==> src/rtl/kpvt_pkg.sv <==
// Shared types, constants and a saturation helper for the position-velocity tracker.
package kpvt_pkg;

  localparam int DATA_W    = 32;
  localparam int FRAC_W    = 16;
  localparam int CFG_IDX_W = 3;
  localparam int DIV_STEPS = DATA_W + FRAC_W;
  localparam int DIV_CNT_W = $clog2(DIV_STEPS);
  localparam int SUM_W     = DATA_W + 4;

  localparam logic signed [DATA_W-1:0] VMAX = {1'b0, {(DATA_W-1){1'b1}}};
  localparam logic signed [DATA_W-1:0] VMIN = {1'b1, {(DATA_W-1){1'b0}}};

  localparam logic [CFG_IDX_W-1:0] REG_INIT_POS  = 3'd0;
  localparam logic [CFG_IDX_W-1:0] REG_INIT_VEL  = 3'd1;
  localparam logic [CFG_IDX_W-1:0] REG_INIT_VARP = 3'd2;
  localparam logic [CFG_IDX_W-1:0] REG_INIT_VARV = 3'd3;
  localparam logic [CFG_IDX_W-1:0] REG_NOISE_POS = 3'd4;
  localparam logic [CFG_IDX_W-1:0] REG_NOISE_X   = 3'd5;
  localparam logic [CFG_IDX_W-1:0] REG_NOISE_VEL = 3'd6;
  localparam logic [CFG_IDX_W-1:0] REG_MEAS_VAR  = 3'd7;

  typedef struct packed {
    logic signed [DATA_W-1:0] measurement;
    logic                     restart;
  } in_item_t;

  typedef struct packed {
    logic signed [DATA_W-1:0] pred_position;
    logic signed [DATA_W-1:0] pred_velocity;
    logic signed [DATA_W-1:0] innovation;
    logic signed [DATA_W-1:0] gain_position;
    logic signed [DATA_W-1:0] gain_velocity;
    logic signed [DATA_W-1:0] est_position;
    logic signed [DATA_W-1:0] est_velocity;
    logic signed [DATA_W-1:0] var_position;
    logic signed [DATA_W-1:0] var_velocity;
    logic signed [DATA_W-1:0] cov_pos_vel;
    logic                     saturated;
  } out_item_t;

  typedef struct packed {
    logic                     clip;
    logic signed [DATA_W-1:0] val;
  } sat_t;

  typedef struct packed {
    logic                     done;
    logic                     clip;
    logic signed [DATA_W-1:0] quot;
  } div_out_t;

  typedef enum logic [3:0] {
    ST_IDLE, ST_PREDICT, ST_INNOV, ST_DIV0_GO, ST_DIV0_WAIT, ST_DIV1_GO,
    ST_DIV1_WAIT, ST_MUL_LOAD, ST_MUL_USE, ST_LATCH, ST_OUT
  } state_t;

  typedef enum logic [2:0] {
    OP_XE, OP_VE, OP_N00, OP_N01, OP_N10, OP_N11
  } mul_op_t;

  function automatic sat_t clip_sum(input logic signed [SUM_W-1:0] v);
    sat_t r;
    if (v > SUM_W'(VMAX)) begin
      r.clip = 1'b1;
      r.val  = VMAX;
    end else if (v < SUM_W'(VMIN)) begin
      r.clip = 1'b1;
      r.val  = VMIN;
    end else begin
      r.clip = 1'b0;
      r.val  = v[DATA_W-1:0];
    end
    return r;
  endfunction

endpackage

==> src/rtl/kpvt_mul.sv <==
// Shared fixed-point multiplier with registered product, rounding and saturation.
module kpvt_mul import kpvt_pkg::*; (
  input  logic                     clk,
  input  logic                     load,
  input  logic signed [DATA_W-1:0] a,
  input  logic signed [DATA_W-1:0] b,
  output sat_t                     res
);

  logic                    neg;
  logic [2*DATA_W-1:0]     prod;
  logic [DATA_W-1:0]       ua;
  logic [DATA_W-1:0]       ub;
  logic [2*DATA_W-1:0]     rnd;
  logic [2*DATA_W-FRAC_W-1:0] m;

  assign ua  = a[DATA_W-1] ? DATA_W'(-a) : DATA_W'(a);
  assign ub  = b[DATA_W-1] ? DATA_W'(-b) : DATA_W'(b);
  assign rnd = prod + (2*DATA_W)'(1 << (FRAC_W - 1));
  assign m   = rnd[2*DATA_W-1:FRAC_W];

  always_ff @(posedge clk) begin
    if (load) begin
      neg  <= a[DATA_W-1] ^ b[DATA_W-1];
      prod <= ua * ub;
    end
  end

  always_comb begin
    res.clip = 1'b0;
    if (neg) begin
      if (m > (2*DATA_W-FRAC_W)'({1'b1, {(DATA_W-1){1'b0}}})) begin
        res.clip = 1'b1;
        res.val  = VMIN;
      end else begin
        res.val = DATA_W'(-m[DATA_W-1:0]);
      end
    end else begin
      if (m > (2*DATA_W-FRAC_W)'(VMAX)) begin
        res.clip = 1'b1;
        res.val  = VMAX;
      end else begin
        res.val = m[DATA_W-1:0];
      end
    end
  end

endmodule

==> config.mk <==
export PLATFORM = sky130hd
export DESIGN_NAME = kpvt_mul
export DESIGN_NICKNAME = d
export VERILOG_FILES = /design/src/rtl/kpvt_pkg.sv /design/src/rtl/kpvt_mul.sv
export SDC_FILE = /design/constraint.sdc
export NUM_CORES = 2
export LEC_CHECK = 0
export ABC_AREA = 1
export ABC_CLOCK_PERIOD_IN_PS = 17450
export BUFFER_PORTS_ARGS = -buffer_cell sky130_fd_sc_hd__buf_2
export CORE_ASPECT_RATIO = 0.7
export CORE_MARGIN = 3
export CORE_UTILIZATION = 55
export DETAILED_ROUTE_END_ITERATION = 12
export PLACE_DENSITY_LB_ADDON = 0.25
export SYNTH_ARGS = -nofsm -noshare
export SYNTH_HDL_FRONTEND = slang
export SYNTH_SLANG_ARGS = --single-unit
==> constraint.sdc <==
create_clock -name clk -period 17.45 [get_ports clk]
set_input_delay 0.8725 -clock clk [delete_from_list [all_inputs] [get_ports clk]]
set_output_delay 0.8725 -clock clk [all_outputs]
set_load 0.1 [all_outputs]
==> flow_summary_export.csv <==
group,metric,value,unit
critical_path,critPathBufInv,7,
critical_path,slowest_delay,0.91,ns
sta,finalMaxSlewViolations,0,
outcome,outcome,"completed",
routing,wire_per_inst,21.6,µm
synthesis,yosys_register_bits,50,
routing,vias_per_cell,5.64,
critical_path,cp_max_fo,22,
placed_design,dp_worst_setup_slack,6.17,ns
synthesis,synth_nets,6623,
sta,hold_viol,0,
final_layout,layout-drive-gt1-share,4.39,%
floorplan,die_h,232,µm
routing,ant_nets,0,
sta,finalCritPeriodShare,64.6,%
sta,maxSlewHeadroom,5.01,%
routing,first_pass_iters,6,
sta,finalSetupViolCount,0,
sta,fin_ws,6.17,ns
final_layout,areaGrowthSynthToFinish,4.51,%
critical_path,crit_family,"adder cells",
synthesis,synth-edff-count,50,
cts,postCtsSetupBuffers,0,
floorplan,dieArea,0.0760,mm²
global_routing,grt_max_degree,51,
global_routing,use_met1,52.9,%
routing,drt_wl_total,138000,µm
min_path,worstHoldPathType,"primary input to flop",
critical_path,slowest_stage,"inv_1",
cts,cts_tree,"yes",
synthesis,synth_common_cells,"inv_1, nand2_1, fa_1, nor2_1, ha_1",
synthesis,synth_top_area_share,44.8,%
routing,drt_drc_violations_left,0,
cts,clkTransAtPathRegs,0.07,ns
cts,htree_num_levels,2,
floorplan,start_util,55.7,%
global_routing,met2_usage,54.1,%
global_routing,grtUsageTotal,37.4,%
cts,cts_resized,0,
placed_design,port_buffers,98,
synthesis,syn_area,0.0400,mm²
synthesis,async_flop_share,0,%
synthesis,synth-main-ff-cell,"edfxtp_1",
sta,final.min_clock_period,11.28,ns
critical_path,crit_arrival,11.30,ns
cts,clock-sinks,50,
floorplan,rows,82,
critical_path,endpoint_kind,"flop",
synthesis,synth_warnings,0,
global_routing,grt_pass1_vias,36500,
final_layout,fin_nets,6625,
cts,clockRootBuffer,"clkbuf_16",
synthesis,yosysMostFrequentCell,"inv_1",
placed_design,dpl.cell_count,6358,
global_routing,grt_busiest_layer,"met2",
synthesis,avgSynthCellArea,7.41,µm²
floorplan,ioPinCount,99,
global_routing,use_met3,11.4,%
synthesis,synth_cell_type_count,47,
final_layout,instances_no_fill,6368,
cts,clock_path_buffers,2,
synthesis,synth_area_leaders,"fa_1, inv_1, nand2_1",
critical_path,start_kind,"primary input",
floorplan,core_area,0.0718,mm²
critical_path,worst-setup-path-type,"primary input to flop",
global_routing,grt_pass1_wl,215000,µm
sta,tightest_slew,1.42,ns
floorplan,dieWidth,328,µm
synthesis,synth_seq_area_share,3.75,%
sta,rsz0062_at_grt,"no",
sta,holdWs,1.23,ns
sta,final.setup.tns,0,ns
global_routing,overflow,0,
critical_path,crit_required,17.47,ns
placed_design,gp_congestion,1.07,
synthesis,netlist_instances,5397,
cts,holdBufCountCts,0,
routing,vias,35900,
cts,cts_buffers,5,
job,drv_cap,0,
sta,max_freq,0.0886,GHz
critical_path,critPathMostFrequentCell,"fa_1",
placed_design,dp.final_hpwl,114000,µm
synthesis,synth_top_cell_by_area,"fa_1",
global_routing,antenna_found_initial,4,
routing,drt_iter0_drc,3968,
routing by layer:
metal | share of wire, % | vias to the layer above | wire length [µm]
li1 | - | 15700 | -
met1 | 40 | 17600 | 55200
met2 | 41 | 2243 | 56000
met3 | 14 | 402 | 19700
met4 | 4.7 | 4 | 6500
met5 | 0.073 | - | 100
cells by family after synthesis:
family / synth area share (%)
simple gates: 23.5
buf+inv: 14.3
fa+ha+maj: 53.1
compound gates: 3.51
xor+xnor: 1.84
flops: 3.75
layout by cell type (no fill, tap or decap), types with 3 or more instances in the layout:
| cell type | instances |
|---|---|
| inv_1 | 1306 |
| nand2_1 | 1238 |
| fa_1 | 895 |
| nor2_1 | 796 |
| ha_1 | 265 |
| nand3_1 | 159 |
| a21oi_1 | 98 |
| buf_2 | 98 |
| o21ai_0 | 84 |
| buf_4 | 76 |
| xor2_1 | 64 |
| edfxtp_1 | 50 |
| nand4_1 | 42 |
| nor3_1 | 31 |
| clkinv_1 | 25 |
| nand3b_1 | 12 |
| or2_2 | 12 |
| xnor2_1 | 12 |
| a21o_1 | 12 |
| a31oi_1 | 12 |
| o21a_1 | 11 |
| nor4_1 | 10 |
| o21bai_1 | 10 |
| nor2_2 | 10 |
| nor2_4 | 9 |
| o21ai_1 | 8 |
| xor2_2 | 6 |
| nand2_2 | 6 |
| inv_2 | 5 |
| clkbuf_16 | 5 |
| or3_1 | 4 |
| a21boi_0 | 4 |
| nand3_2 | 4 |
| o211ai_1 | 3 |
metrics by stage:
| step | util, % | area [µm²] |
|---|---|---|
| 2_1_floorplan | - | 40000 |
| 5_1_grt | 58.2 | 41800 |
| 3_3_place_gp | 57.9 | 41600 |
| 6_report | 58.2 | 41800 |
| 3_5_place_dp | 57.9 | 41600 |
| 4_1_cts | 58.2 | 41800 |
worst paths after layout:
| path | from | endpoint | slack (ns) | cells past startpoint |
|---|---|---|---|---|
| min | load | prod[17] | 1.23 | 2 |
| max | b[0] | prod[38] | 6.17 | 31 |
flip-flops by register name, summed over array words and instances, names as in the netlist:
register,count
prod,49
neg,1
final cells by class:
class / instances / area [µm²]
sequential: 50 / 1500
timing repair buffer: 174 / 1060
multi-input combinational: 3833 / 32800
clock inverter: 3 / 63.8
clock buffer: 5 / 125
tap: 966 / 1210
inverter: 1335 / 5010
antenna: 2 / 5.00
fill: 6844 / 30000
Power is not shown: default switching activity piles up to over one toggle a cycle in this logic, so the estimate is an artifact.
