File: src/rtl/kpvt_pkg.sv
// Shared types, constants and a saturation helper for the position-velocity tracker.
package kpvt_pkg;

  localparam int DATA_W    = 32;
  localparam int FRAC_W    = 16;
  localparam int CFG_IDX_W = 3;
  localparam int DIV_STEPS = DATA_W + FRAC_W;
  localparam int DIV_CNT_W = $clog2(DIV_STEPS);
  localparam int SUM_W     = DATA_W + 4;

  localparam logic signed [DATA_W-1:0] VMAX = {1'b0, {(DATA_W-1){1'b1}}};
  localparam logic signed [DATA_W-1:0] VMIN = {1'b1, {(DATA_W-1){1'b0}}};

  localparam logic [CFG_IDX_W-1:0] REG_INIT_POS  = 3'd0;
  localparam logic [CFG_IDX_W-1:0] REG_INIT_VEL  = 3'd1;
  localparam logic [CFG_IDX_W-1:0] REG_INIT_VARP = 3'd2;
  localparam logic [CFG_IDX_W-1:0] REG_INIT_VARV = 3'd3;
  localparam logic [CFG_IDX_W-1:0] REG_NOISE_POS = 3'd4;
  localparam logic [CFG_IDX_W-1:0] REG_NOISE_X   = 3'd5;
  localparam logic [CFG_IDX_W-1:0] REG_NOISE_VEL = 3'd6;
  localparam logic [CFG_IDX_W-1:0] REG_MEAS_VAR  = 3'd7;

  typedef struct packed {
    logic signed [DATA_W-1:0] measurement;
    logic                     restart;
  } in_item_t;

  typedef struct packed {
    logic signed [DATA_W-1:0] pred_position;
    logic signed [DATA_W-1:0] pred_velocity;
    logic signed [DATA_W-1:0] innovation;
    logic signed [DATA_W-1:0] gain_position;
    logic signed [DATA_W-1:0] gain_velocity;
    logic signed [DATA_W-1:0] est_position;
    logic signed [DATA_W-1:0] est_velocity;
    logic signed [DATA_W-1:0] var_position;
    logic signed [DATA_W-1:0] var_velocity;
    logic signed [DATA_W-1:0] cov_pos_vel;
    logic                     saturated;
  } out_item_t;

  typedef struct packed {
    logic                     clip;
    logic signed [DATA_W-1:0] val;
  } sat_t;

  typedef struct packed {
    logic                     done;
    logic                     clip;
    logic signed [DATA_W-1:0] quot;
  } div_out_t;

  typedef enum logic [3:0] {
    ST_IDLE, ST_PREDICT, ST_INNOV, ST_DIV0_GO, ST_DIV0_WAIT, ST_DIV1_GO,
    ST_DIV1_WAIT, ST_MUL_LOAD, ST_MUL_USE, ST_LATCH, ST_OUT
  } state_t;

  typedef enum logic [2:0] {
    OP_XE, OP_VE, OP_N00, OP_N01, OP_N10, OP_N11
  } mul_op_t;

  function automatic sat_t clip_sum(input logic signed [SUM_W-1:0] v);
    sat_t r;
    if (v > SUM_W'(VMAX)) begin
      r.clip = 1'b1;
      r.val  = VMAX;
    end else if (v < SUM_W'(VMIN)) begin
      r.clip = 1'b1;
      r.val  = VMIN;
    end else begin
      r.clip = 1'b0;
      r.val  = v[DATA_W-1:0];
    end
    return r;
  endfunction

endpackage

File: src/rtl/kpvt_div.sv
// Restoring serial divider giving a saturated signed fixed-point quotient, one bit a cycle.
module kpvt_div import kpvt_pkg::*; (
  input  logic                     clk,
  input  logic                     rst,
  input  logic                     start,
  input  logic signed [DATA_W-1:0] num,
  input  logic signed [DATA_W+1:0] den,
  output div_out_t                 res
);

  logic                   busy;
  logic                   done;
  logic [DIV_CNT_W-1:0]   cnt;
  logic                   neg;
  logic                   zero;
  logic [DIV_STEPS-1:0]   dvd;
  logic [DIV_STEPS-1:0]   quo;
  logic [DATA_W:0]        ud;
  logic [DATA_W:0]        rem;
  logic [DATA_W:0]        rem_next;
  logic [DATA_W+1:0]      rem_sh;
  logic                   qbit;
  logic [DATA_W-1:0]      un_in;
  logic [DATA_W:0]        ud_in;

  assign un_in  = num[DATA_W-1] ? DATA_W'(-num) : DATA_W'(num);
  assign ud_in  = den[DATA_W+1] ? (DATA_W+1)'(-den) : den[DATA_W:0];
  assign rem_sh = {rem, dvd[DIV_STEPS-1]};
  assign qbit   = rem_sh >= {1'b0, ud};
  assign rem_next = qbit ? (DATA_W+1)'(rem_sh - {1'b0, ud}) : rem_sh[DATA_W:0];

  always_ff @(posedge clk) begin
    if (rst) begin
      busy <= 1'b0;
      done <= 1'b0;
      cnt  <= '0;
    end else begin
      done <= 1'b0;
      if (start) begin
        busy <= 1'b1;
        cnt  <= '0;
      end else if (busy) begin
        cnt <= cnt + 1'b1;
        if (cnt == DIV_CNT_W'(DIV_STEPS - 1)) begin
          busy <= 1'b0;
          done <= 1'b1;
        end
      end
    end
  end

  always_ff @(posedge clk) begin
    if (start) begin
      neg  <= num[DATA_W-1] ^ den[DATA_W+1];
      zero <= den == '0;
      dvd  <= {un_in, {FRAC_W{1'b0}}};
      ud   <= ud_in;
      rem  <= '0;
      quo  <= '0;
    end else if (busy) begin
      rem <= rem_next;
      dvd <= {dvd[DIV_STEPS-2:0], 1'b0};
      quo <= {quo[DIV_STEPS-2:0], qbit};
    end
  end

  always_comb begin
    res.done = done;
    res.clip = 1'b0;
    if (zero) begin
      res.quot = '0;
    end else if (|quo[DIV_STEPS-1:DATA_W-1]) begin
      res.clip = 1'b1;
      res.quot = neg ? VMIN : VMAX;
    end else begin
      res.quot = neg ? DATA_W'(-quo[DATA_W-1:0]) : quo[DATA_W-1:0];
    end
  end

endmodule

File: config.mk
export PLATFORM = sky130hd
export DESIGN_NAME = kpvt_div
export DESIGN_NICKNAME = d
export VERILOG_FILES = /design/src/rtl/kpvt_pkg.sv /design/src/rtl/kpvt_div.sv
export SDC_FILE = /design/constraint.sdc
export NUM_CORES = 1
export LEC_CHECK = 0
export ABC_AREA = 1
export ABC_CLOCK_PERIOD_IN_PS = 4320
export BUFFER_PORTS_ARGS = -buffer_cell sky130_fd_sc_hd__buf_2
export CORE_AREA = 2 2 166 232
export CTS_CLUSTER_SIZE = 20
export DETAILED_ROUTE_END_ITERATION = 16
export DIE_AREA = 0 0 168 234
export PLACE_DENSITY = 0.5
export SLEW_MARGIN = 20
export SYNTH_ARGS = -nofsm -noshare
export SYNTH_HDL_FRONTEND = slang
export SYNTH_SLANG_ARGS = --single-unit
File: constraint.sdc
create_clock -name clk -period 4.32 [get_ports clk]
set_clock_uncertainty 0.2 [all_clocks]
set_input_delay 1.08 -clock clk [delete_from_list [all_inputs] [get_ports clk]]
set_output_delay 1.08 -clock clk [all_outputs]
set_load 0.05 [all_outputs]
==> summary.md, run 1 <==
| Metric | Value |
|---|---|
| CTS tree | `yes` |
| Dpl cells | `2193` |
| Remaining global-route overflow | `0` |
| Crit-path leading delay family | `simple AND/OR/NAND/NOR gates` |
| Pin count of the biggest net entering global routing | `between 60 and 70` |
| Peak supply drop | `about 190 uV` |
| Syn Area/Cell | `6.69 um2` |
| Buf/Inv on CP | `2` |
| Critical Path RT | `around 3000 ps` |
| CP startpoint kind | `register` |
| Critical-path cell list | `inv_1 > ha_1 > nand3_1 > nor2_1 > nand2_1 > nor2_1 > a21oi_1 > or2_2 > a21oi_1 > buf_2` |
| Die width | `between 150 and 200 um` |
| Share of layout cells above drive strength 1 | `a little under an eighth` |
| RSZ-0062 raised after global routing | `false` |
| Cells after Synth | `approximately 1700` |
| Status | `complete, no violations` |
| Ant. Diodes | `0` |
| Power Dens Cells | `between 200 and 300 nW/um2` |
| IO Pins | `103` |
| Kind of critical path | `reg -> out` |
| Vias per inst | `around 4.8` |
| Least-Margin Pin Slew | `730 ps` |
| Worst path max stage delay | `310 ps` |
| Slew HR | `50.8%` |
| R2r setup slk | `1140 ps` |
| CP Max Fanout | `4` |
| Setup violations, final | `0` |
| Crit path from | `quo[0]$_SDFFE_PP0P_` |
| Post-Syn Nets | `roughly 1800` |
| Crit-path slowest cell | `dfxtp_1` |
| Arr. time, crit path | `2770 ps` |
| Clk Latency, worst-skew pair | `between 400 and 500 ps` |
| Min-delay src | `quo[47]$_SDFFE_PP0P_` |
| R2r startpoint | `dvd[47]$_DFFE_PP_` |
| Final Hold Violating Endpoints | `0` |
| Min cycle time layout | `4050 ps` |
| Final GP Congestion | `0.927` |
| Most frequently used flop master after synthesis | `dfxtp_1` |
| Number of buffers added on ports | `102` |
| First-pass GRT wire length | `between 50000 and 60000 um` |
| Async SR Flop Fraction | `0%` |
| P&R area growth vs syn | `14.1%` |
| Hold Crit Class | `reg -> reg` |
| Initial Util | `29.6%` |
| CTS Root Buffer Type | `clkbuf_16` |
| Final core occ | `33.8%` |
| Unique masters post-synth | `47` |
| Final slew viol count | `0` |
| First-iteration detailed-routing DRC count | `535` |
| Top layer in use | `met4` |
| Total track usage | `16.3%` |
| Initial antenna violation count | `0` |
| Max Fclk | `0.247 GHz` |
| Clock tree buffer depth | `2` |
| DRC viols | `0` |
| Vias in the first global route | `a little over 10000` |
| Routed Antenna Nets | `0` |
| WL per Instance | `14.2 um` |
| Core area | `37300 um2` |
| Htree depth | `4` |
| Crit. End Element | `output pin` |
| Die area | `39300 um2` |
| Number of synthesized flops with an enable pin | `67` |
| Post-CTS Setup Inserts | `0` |
| Met3 wire length | `1180 um` |
| M1 wire length | `13500 um` |
| CTS clock-pin slew for the worst setup and hold paths | `about 60 ps` |
| # hold bufs at CTS | `0` |
| Final std cells w/o fill | `2225` |
| #FFs+latches synth | `156` |
| Routed WL | `31600 um` |
| Max-cap viol count | `0` |
| Syn Std Cell Area | `11000 um2` |
| DPL Wire Length | `24800 um` |
| CTS resizes | `0` |
| CTS buffer count | `17` |
| Syn. warnings | `0` |
| Register area share after synthesis | `34.4%` |
| Met2 WL | `around 16000 um` |
| Sink Count | `156` |
| Cell Rows | `84` |
| Crit share post-route | `93.6%` |
| Vias | `10595` |
| LEAKAGE | `6.05 nW` |
| Die H | `~230 um` |
| DRT Pass-1 Iters | `5` |
| Total Nets Final | `1846` |
| Setup TNS | `0 ps` |
[stage by stage]
stage	worst slack (ps)	total power [mW]	instance area (um2)	hold slack, ps
after floorplan	770	2.03	11000	229
after global placement	857	2.20	12000	248
after detailed placement	780	2.21	12000	256
after CTS	285	3.67	12600	272
after global routing	73.9	3.79	12600	299
final	275	3.61	12600	264
[cells in the final DEF, fill, tap and decap left out, types with 5 or more instances in the layout]
master       n
a21oi_1     71
a31oi_1     20
buf_2      102
buf_4       11
clkbuf_16   17
clkinv_1     6
dfxtp_1     89
edfxtp_1    67
ha_1        37
inv_1      242
inv_2        7
nand2_1    431
nand2_2     10
nand3_1     96
nand4_1     31
nor2_1     198
nor2_2      14
nor3_1      28
nor4_1       5
o21ai_0     89
o21ai_1      5
o21bai_1     8
o22ai_1     46
or2_2       10
xnor2_1     25
xor2_1      42
[routing by layer]
metal	vias to the layer above	track usage, %
li1	5515	-
met1	4781	18.5
met3	55	2.55
met5	-	0
met2	244	30.4
met4	0	6.52
[report_power, final]
group	internal, mW	switching, mW	leakage (nW)
combinational	0.169	0.347	4.39
sequential	1.63	0.0289	1.39
clock	0.811	0.631	0.270
[flip-flops by register name, indices dropped and copies added, names as in the netlist]
name,cells
ud,33
done,1
zero,1
busy,1
quo,48
dvd,32
neg,1
cnt,6
rem,33
[worst min-delay path, delay by kind of cell (launching register included)]
family	cells	cell delay, ps
AOI/OAI and AO/OA	1	50
and+or+nand+nor	1	50
DFF	1	330
[worst paths after layout]
path,to,cells past startpoint
max,res[16],10
max reg2reg,rem[13]$_SDFFE_PP0P_,14
min,quo[47]$_SDFFE_PP0P_,2
min reg2reg,quo[47]$_SDFFE_PP0P_,2
[Yosys cell counts (2+ instances only)]
| cell | count | area share [%] |
|---|---|---|
| nand3_1 | 96 | 4.4 |
| nand3_2 | 3 | 0.27 |
| dfxtp_1 | 89 | 16 |
| xnor2_1 | 25 | 2.0 |
| o22ai_1 | 46 | 2.6 |
| buf_1 | 4 | 0.14 |
| nor2_4 | 2 | 0.20 |
| nand4_1 | 31 | 1.8 |
| buf_2 | 6 | 0.27 |
| a31oi_1 | 20 | 1.1 |
| a21oi_1 | 71 | 3.2 |
| nor2_1 | 199 | 6.8 |
| o31ai_1 | 3 | 0.20 |
| buf_12 | 2 | 0.36 |
| ha_1 | 37 | 4.2 |
| nor3_1 | 28 | 1.3 |
| nand2_2 | 10 | 0.57 |
| buf_4 | 3 | 0.20 |
| nand2_4 | 3 | 0.31 |
| nand3b_1 | 3 | 0.20 |
| o21ai_0 | 89 | 4.0 |
| clkbuf_1 | 30 | 1.0 |
| edfxtp_1 | 67 | 18 |
| nor3_2 | 2 | 0.18 |
| o21bai_1 | 8 | 0.54 |
| o21ai_1 | 5 | 0.23 |
| clkinv_1 | 4 | 0.14 |
| a21o_1 | 2 | 0.14 |
| nor2_2 | 13 | 0.74 |
| or2_0 | 3 | 0.17 |
| inv_1 | 242 | 8.2 |
| nor4_1 | 5 | 0.28 |
| or2_2 | 10 | 0.57 |
| xor2_1 | 42 | 3.3 |
| nand2_1 | 431 | 15 |
| inv_2 | 6 | 0.20 |
[cell families (layout without fill, tap and decap cells)]
kind of cell | after synthesis | count (layout) | share of synthesized area (%)
XOR/XNOR | 67 | 67 | 5.32
AND/OR/NAND/NOR | 844 | 844 | 32.8
flip-flops | 156 | 156 | 34.4
adder cells (fa/ha/maj) | 38 | 38 | 4.37
AO/OA/AOI/OAI | 248 | 248 | 12.5
buffers and inverters | 298 | 399 | 10.7
[layout make-up]
class,instances,area [um2]
fill,4096,24700
multi-input combinational,1197,6070
sequential,156,3790
inverter,252,946
timing repair buffer,115,633
tap,473,592
clock buffer,19,443
clock inverter,13,119
(Power assumes the default switching activity.)
==> inputs of run 2 (changes only) <==
SETUP_SLACK_MARGIN = 0.4   (was default)
==> run 2 against run 1 <==
Wire length hardly changed. Combinational power up 1%. Power is essentially flat. Register-to-register slack about the same. Global-route usage unchanged. Clock power hardly changed. Critical path type unchanged. Critical endpoint unchanged. Largest cell class unchanged.
==> summary.md, run 2 (synthesized netlist as in run 1, its figures left out) <==
| Metric | Value |
|---|---|
| Min cycle time layout | `3770 ps` |
| Crit. End Element | `output pin` |
| Largest reg by FF count | `quo` |
| Sink Count | `156` |
| Power Dens Cells | `285 nW/um2` |
| Max-cap viol count | `0` |
| Vias | `10596` |
| Die H | `234 um` |
| Least-Margin Pin Slew | `between 700 and 800 ps` |
| Share of layout cells above drive strength 1 | `12.1%` |
| Final GP Congestion | `0.927` |
| Initial antenna violation count | `0` |
| CTS tree | `yes` |
| CP Max Fanout | `4` |
| DRC viols | `0` |
| Hold Crit Class | `reg -> reg` |
| Cell Rows | `84` |
| Dpl cells | `about 2200` |
| Crit path from | `quo[0]$_SDFFE_PP0P_` |
| Remaining global-route overflow | `0` |
| Max Fclk | `roughly 0.27 GHz` |
| Final Total Pwr | `between 3 and 4 mW` |
| Most frequent cells in the layout | `430 x nand2_1, 242 x inv_1, 195 x nor2_1, 95 x nand3_1, 95 x buf_2` |
| Slew HR | `a little over 50%` |
| Setup violations, final | `0` |
| Routed Antenna Nets | `0` |
| CTS buffer count | `17` |
| WHS Path Cells | `2` |
| Vias in the first global route | `10296` |
| Peak supply drop | `approximately 190 uV` |
| Htree depth | `4` |
| Initial Util | `~30%` |
| Clock tree buffer depth | `2` |
| Commonest non-fill, non-tap cell in the layout | `nand2_1` |
| First-pass GRT wire length | `51000 um` |
| Reg-to-Reg End | `rem[13]$_SDFFE_PP0P_` |
| Min-delay src | `quo[47]$_SDFFE_PP0P_` |
| DPL Wire Length | `24800 um` |
| R2r startpoint | `dvd[47]$_DFFE_PP_` |
| Pre-CTS WS | `780 ps` |
| WL per Instance | `14.2 um` |
| R2r setup slk | `roughly 1100 ps` |
| Reg2reg path depth | `14` |
| Ant. Diodes | `0` |
| Critical Path RT | `3040 ps` |
| Vias per inst | `4.76` |
| Top flop regs | `quo: 48 flops, rem: 33 flops, ud: 33 flops` |
| RSZ-0062 raised after global routing | `true` |
| First-iteration detailed-routing DRC count | `535` |
| Clk Latency, worst-skew pair | `450 ps` |
| Max reg flops | `48` |
| IO Pins | `approximately 100` |
| Fin worst setup slack | `554 ps` |
| CP startpoint kind | `register` |
| Total track usage | `16.3%` |
| Total Nets Final | `between 1500 and 2000` |
| Number of buffers added on ports | `between 100 and 150` |
| Die area | `39300 um2` |
| Final std cells w/o fill | `2227` |
| WHS Endpoint | `quo[47]$_SDFFE_PP0P_` |
| Arr. time, crit path | `2490 ps` |
| P&R area growth vs syn | `15.0%` |
| Status | `complete, no violations` |
| Setup TNS | `0 ps` |
| LEAKAGE | `6.08 nW` |
| DRT Pass-1 Iters | `5` |
| Final slew viol count | `0` |
| Worst Hold Slack | `around 260 ps` |
| Kind of critical path | `reg -> out` |
| Die width | `168 um` |
| Final Hold Violating Endpoints | `0` |
| # hold bufs at CTS | `0` |
| Crit share post-route | `between 80% and 90%` |
| CTS Root Buffer Type | `clkbuf_16` |
| Core area | `37300 um2` |
| Routed WL | `31600 um` |
| Fillers | `4095` |
| CTS clock-pin slew for the worst setup and hold paths | `60 ps` |
| Pin count of the biggest net entering global routing | `a little under 70` |
run 2: layer usage:
layer | track usage (%) | vias to the layer above | wire [um]
met2 | 30.4 | 232 | 16000
met5 | 0 | - | 0
met3 | 2.55 | 59 | 1110
li1 | - | 5512 | -
met1 | 18.5 | 4793 | 13600
met4 | 6.52 | 0 | 862
run 2: timing repair:
item                       4_1_cts  5_1_grt
pin swaps                        0        1
hold endpoints to repair         0        0
resized for setup                2       22
cloned                           0        0
setup endpoints to repair        3       30
buffers inserted                 0        2
run 2: worst max-delay path by stage:
| stage | to | slack (ps) |
|---|---|---|
| 3_5_place_dp | res[16] | 780 |
| 5_1_grt | res[21] | 340 |
| 3_3_place_gp | res[16] | 860 |
| 4_1_cts | res[16] | 420 |
| 2_1_floorplan | res[16] | 770 |
| 6_report | res[16] | 550 |
run 2: layout make-up:
| cell class | count | area [um2] | area share [%] |
|---|---|---|---|
| Inverter | 252 | 952 | 7.50 |
| Timing Repair Buffer | 117 | 666 | 5.24 |
| Clock inverter | 13 | 119 | 0.937 |
| Tap cell | 473 | 592 | 4.66 |
| Multi-Input combinational cell | 1197 | 6130 | 48.3 |
| Sequential cell | 156 | 3790 | 29.9 |
| Clock buffer | 19 | 443 | 3.49 |
run 2: where the power goes:
group	leakage [nW]	switching, mW	internal, mW
Sequential	1.39	0.0258	1.63
Clock	0.270	0.631	0.811
Combinational	4.42	0.350	0.171
Total	6.08	1.01	2.61
run 2: critical path, cell delays in order, from the launching register on:
cell and delay, ps:
dfxtp_1 310, inv_1 150, ha_2 220, nand3_1 170, nor2_2 180, nand2_2 110
nor2_4 140, a21oi_1 100, or2_2 270, a21oi_1 170, buf_4 220
run 2: stage by stage:
stage	instance area [um2]	utilization (%)
final	12700	34.0
after global routing	12700	34.0
after CTS	12600	33.8
after detailed placement	12000	32.3
after global placement	12000	32.3
after floorplan	11000	-
==> inputs of run 3 (changes only) <==
PLACE_DENSITY = default   (was 0.5)
==> run 3 against run 2 <==
First-iteration DRC count increased by 8.2%. Final area decreased by 0.26%. Critical path depth is the same. Die area stayed put. Count of clock-buffer cells in the layout decreased by 1. Register-to-register slack gained 60 ps. Utilization decreased by 0.087 points. Sequential power about the same. Largest power group unchanged.
==> summary.md, run 3 (synthesized netlist as in run 1, its figures left out) <==
| Metric | Value |
|---|---|
| Status | `complete, no violations` |
| CTS clock-pin slew for the worst setup and hold paths | `60 ps` |
| First-iteration detailed-routing DRC count | `579` |
| Routed WL | `30400 um` |
| Crit. End Element | `output pin` |
| Share of layout cells above drive strength 1 | `around an eighth` |
| Slew HR | `about half` |
| Min cycle time layout | `3760 ps` |
| Initial antenna violation count | `0` |
| Die area | `approximately 39000 um2` |
| Arr. time, crit path | `2480 ps` |
| Max Fclk | `0.266 GHz` |
| # hold bufs at CTS | `0` |
| Total Nets Final | `1842` |
| CP Max Fanout | `4` |
| Hold Crit Class | `reg -> reg` |
| Final GP Congestion | `between 0.9 and 1` |
| Seq pwr share | `45.4%` |
| Combinational share of power | `between 10 and 15%` |
| P&R area growth vs syn | `14.7%` |
| DRT Pass-1 Iters | `5` |
| Final std cells w/o fill | `between 2000 and 2500` |
| WL per Instance | `13.7 um` |
| Crit share post-route | `between 80% and 90%` |
| Kind of critical path | `reg -> out` |
| Least-Margin Pin Slew | `738 ps` |
| Top flop regs | `quo: 48 flops, rem: 33 flops, ud: 33 flops` |
| Critical Path RT | `3040 ps` |
| Core area | `37300 um2` |
| LEAKAGE | `6.05 nW` |
| Clock Power Share | `about two fifths` |
| Peak supply drop | `299 uV` |
| Final slew viol count | `0` |
| CTS buffer count | `17` |
| Final Hold Violating Endpoints | `0` |
| Power Dens Cells | `around 290 nW/um2` |
| Max reg flops | `48` |
| R2r startpoint | `dvd[47]$_DFFE_PP_` |
| Largest reg by FF count | `quo` |
| Ant. Diodes | `0` |
| First-pass GRT wire length | `~50000 um` |
| Reg2reg path depth | `14` |
| Total track usage | `15.8%` |
| Clk Latency, worst-skew pair | `roughly 440 ps` |
| Htree depth | `4` |
| Min-delay src | `quo[47]$_SDFFE_PP0P_` |
| Routed Antenna Nets | `0` |
| Fillers | `4023` |
| Commonest non-fill, non-tap cell in the layout | `nand2_1` |
| Sw frac | `28.2%` |
| Cell Rows | `84` |
| Clock tree buffer depth | `2` |
| Internal power | `2.61 mW` |
| DPL Wire Length | `approximately 24000 um` |
| RSZ-0062 raised after global routing | `true` |
| Vias per inst | `4.79` |
| Initial Util | `29.6%` |
| CTS Root Buffer Type | `clkbuf_16` |
| DRC viols | `0` |
| NetSw | `1.02 mW` |
| Final core occ | `about a third` |
| CP startpoint kind | `register` |
| Most frequent cells in the layout | `430 x nand2_1, 240 x inv_1, 195 x nor2_1, 95 x buf_2, 94 x nand3_1` |
| Number of buffers added on ports | `102` |
| IO Pins | `approximately 100` |
| Sink Count | `156` |
| Reg-to-Reg End | `rem[2]$_SDFFE_PP0P_` |
| R2r setup slk | `1200 ps` |
| Die width | `168 um` |
| Vias | `10629` |
| Setup violations, final | `0` |
| Die H | `234 um` |
| WHS Path Cells | `2` |
| CTS tree | `yes` |
| Max-cap viol count | `0` |
| Remaining global-route overflow | `0` |
| Setup TNS | `0 ps` |
| Dpl cells | `2188` |
| Vias in the first global route | `10226` |
| WHS Endpoint | `quo[47]$_SDFFE_PP0P_` |
| Pin count of the biggest net entering global routing | `51` |
==> run 3: critical path, stage by stage (launching register included) <==
cell and delay [ps]:
dfxtp_1 320, inv_1 120, ha_1 210, nand3_1 180
nor2_2 200, nand2_2 130, nor2_4 150, a21oi_1 100
or2_2 280, a21oi_1 140, buf_4 210
==> run 3: how the worst max path moves through the flow <==
stage	from	endpoint	slack [ps]	cells after the start
6_report	quo[0]$_SDFFE_PP0P_	res[16]	560	10
5_1_grt	quo[15]$_SDFFE_PP0P_	res[26]	330	12
4_1_cts	quo[31]$_SDFFE_PP0P_	res[2]	380	8
3_5_place_dp	quo[43]$_SDFFE_PP0P_	res[2]	740	9
3_3_place_gp	quo[43]$_SDFFE_PP0P_	res[3]	720	9
2_1_floorplan	quo[1]$_SDFFE_PP0P_	res[16]	770	9
==> run 3: layer usage <==
metal,track usage (%),share of wire [%],vias to the layer above
met1,17.5,42,4823
li1,-,-,5516
met2,30.0,52,237
met4,6.33,2.9,0
met5,0,0,-
met3,2.46,3.2,53
==> run 3: power groups by stage <==
| stage | clock, mW | combinational [mW] | sequential (mW) |
|---|---|---|---|
| global route | 1.58 | 0.579 | 1.66 |
| CTS | 1.52 | 0.515 | 1.65 |
| finish | 1.47 | 0.512 | 1.65 |
| detailed placement | 0 | 0.512 | 1.68 |
| global placement | 0 | 0.507 | 1.68 |
| floorplan | 0 | 0.355 | 1.67 |
==> run 3: layout make-up <==
type                    instances  area [um2]  share of cell area [%]
clock buffers                  18         439                    3.47
multi-input cells            1197        6140                    48.5
clock inverters                14         138                    1.09
flip-flops and latches        156        3790                    30.0
well taps                     473         592                    4.67
repair buffers                111         608                    4.80
inverters                     252         952                    7.52
==> run 3: what timing repair did <==
| action | 4_1_cts | 5_1_grt |
|---|---|---|
| resized for setup | 4 | 22 |
| endpoints found under the hold margin | 0 | 0 |
| buffers inserted | 0 | 1 |
| setup endpoints to repair | 25 | 27 |
| pin swaps | 0 | 2 |
==> run 3: metrics by stage <==
| stage | instance area, um2 | hold slack, ps | total power [mW] | setup slack, ps |
|---|---|---|---|---|
| after floorplan | 11000 | 229 | 2.03 | 770 |
| after global placement | 12000 | 241 | 2.19 | 724 |
| after detailed placement | 12000 | 246 | 2.20 | 742 |
| after CTS | 12600 | 262 | 3.69 | 377 |
| after global routing | 12700 | 289 | 3.82 | 329 |
| final | 12700 | 261 | 3.64 | 557 |
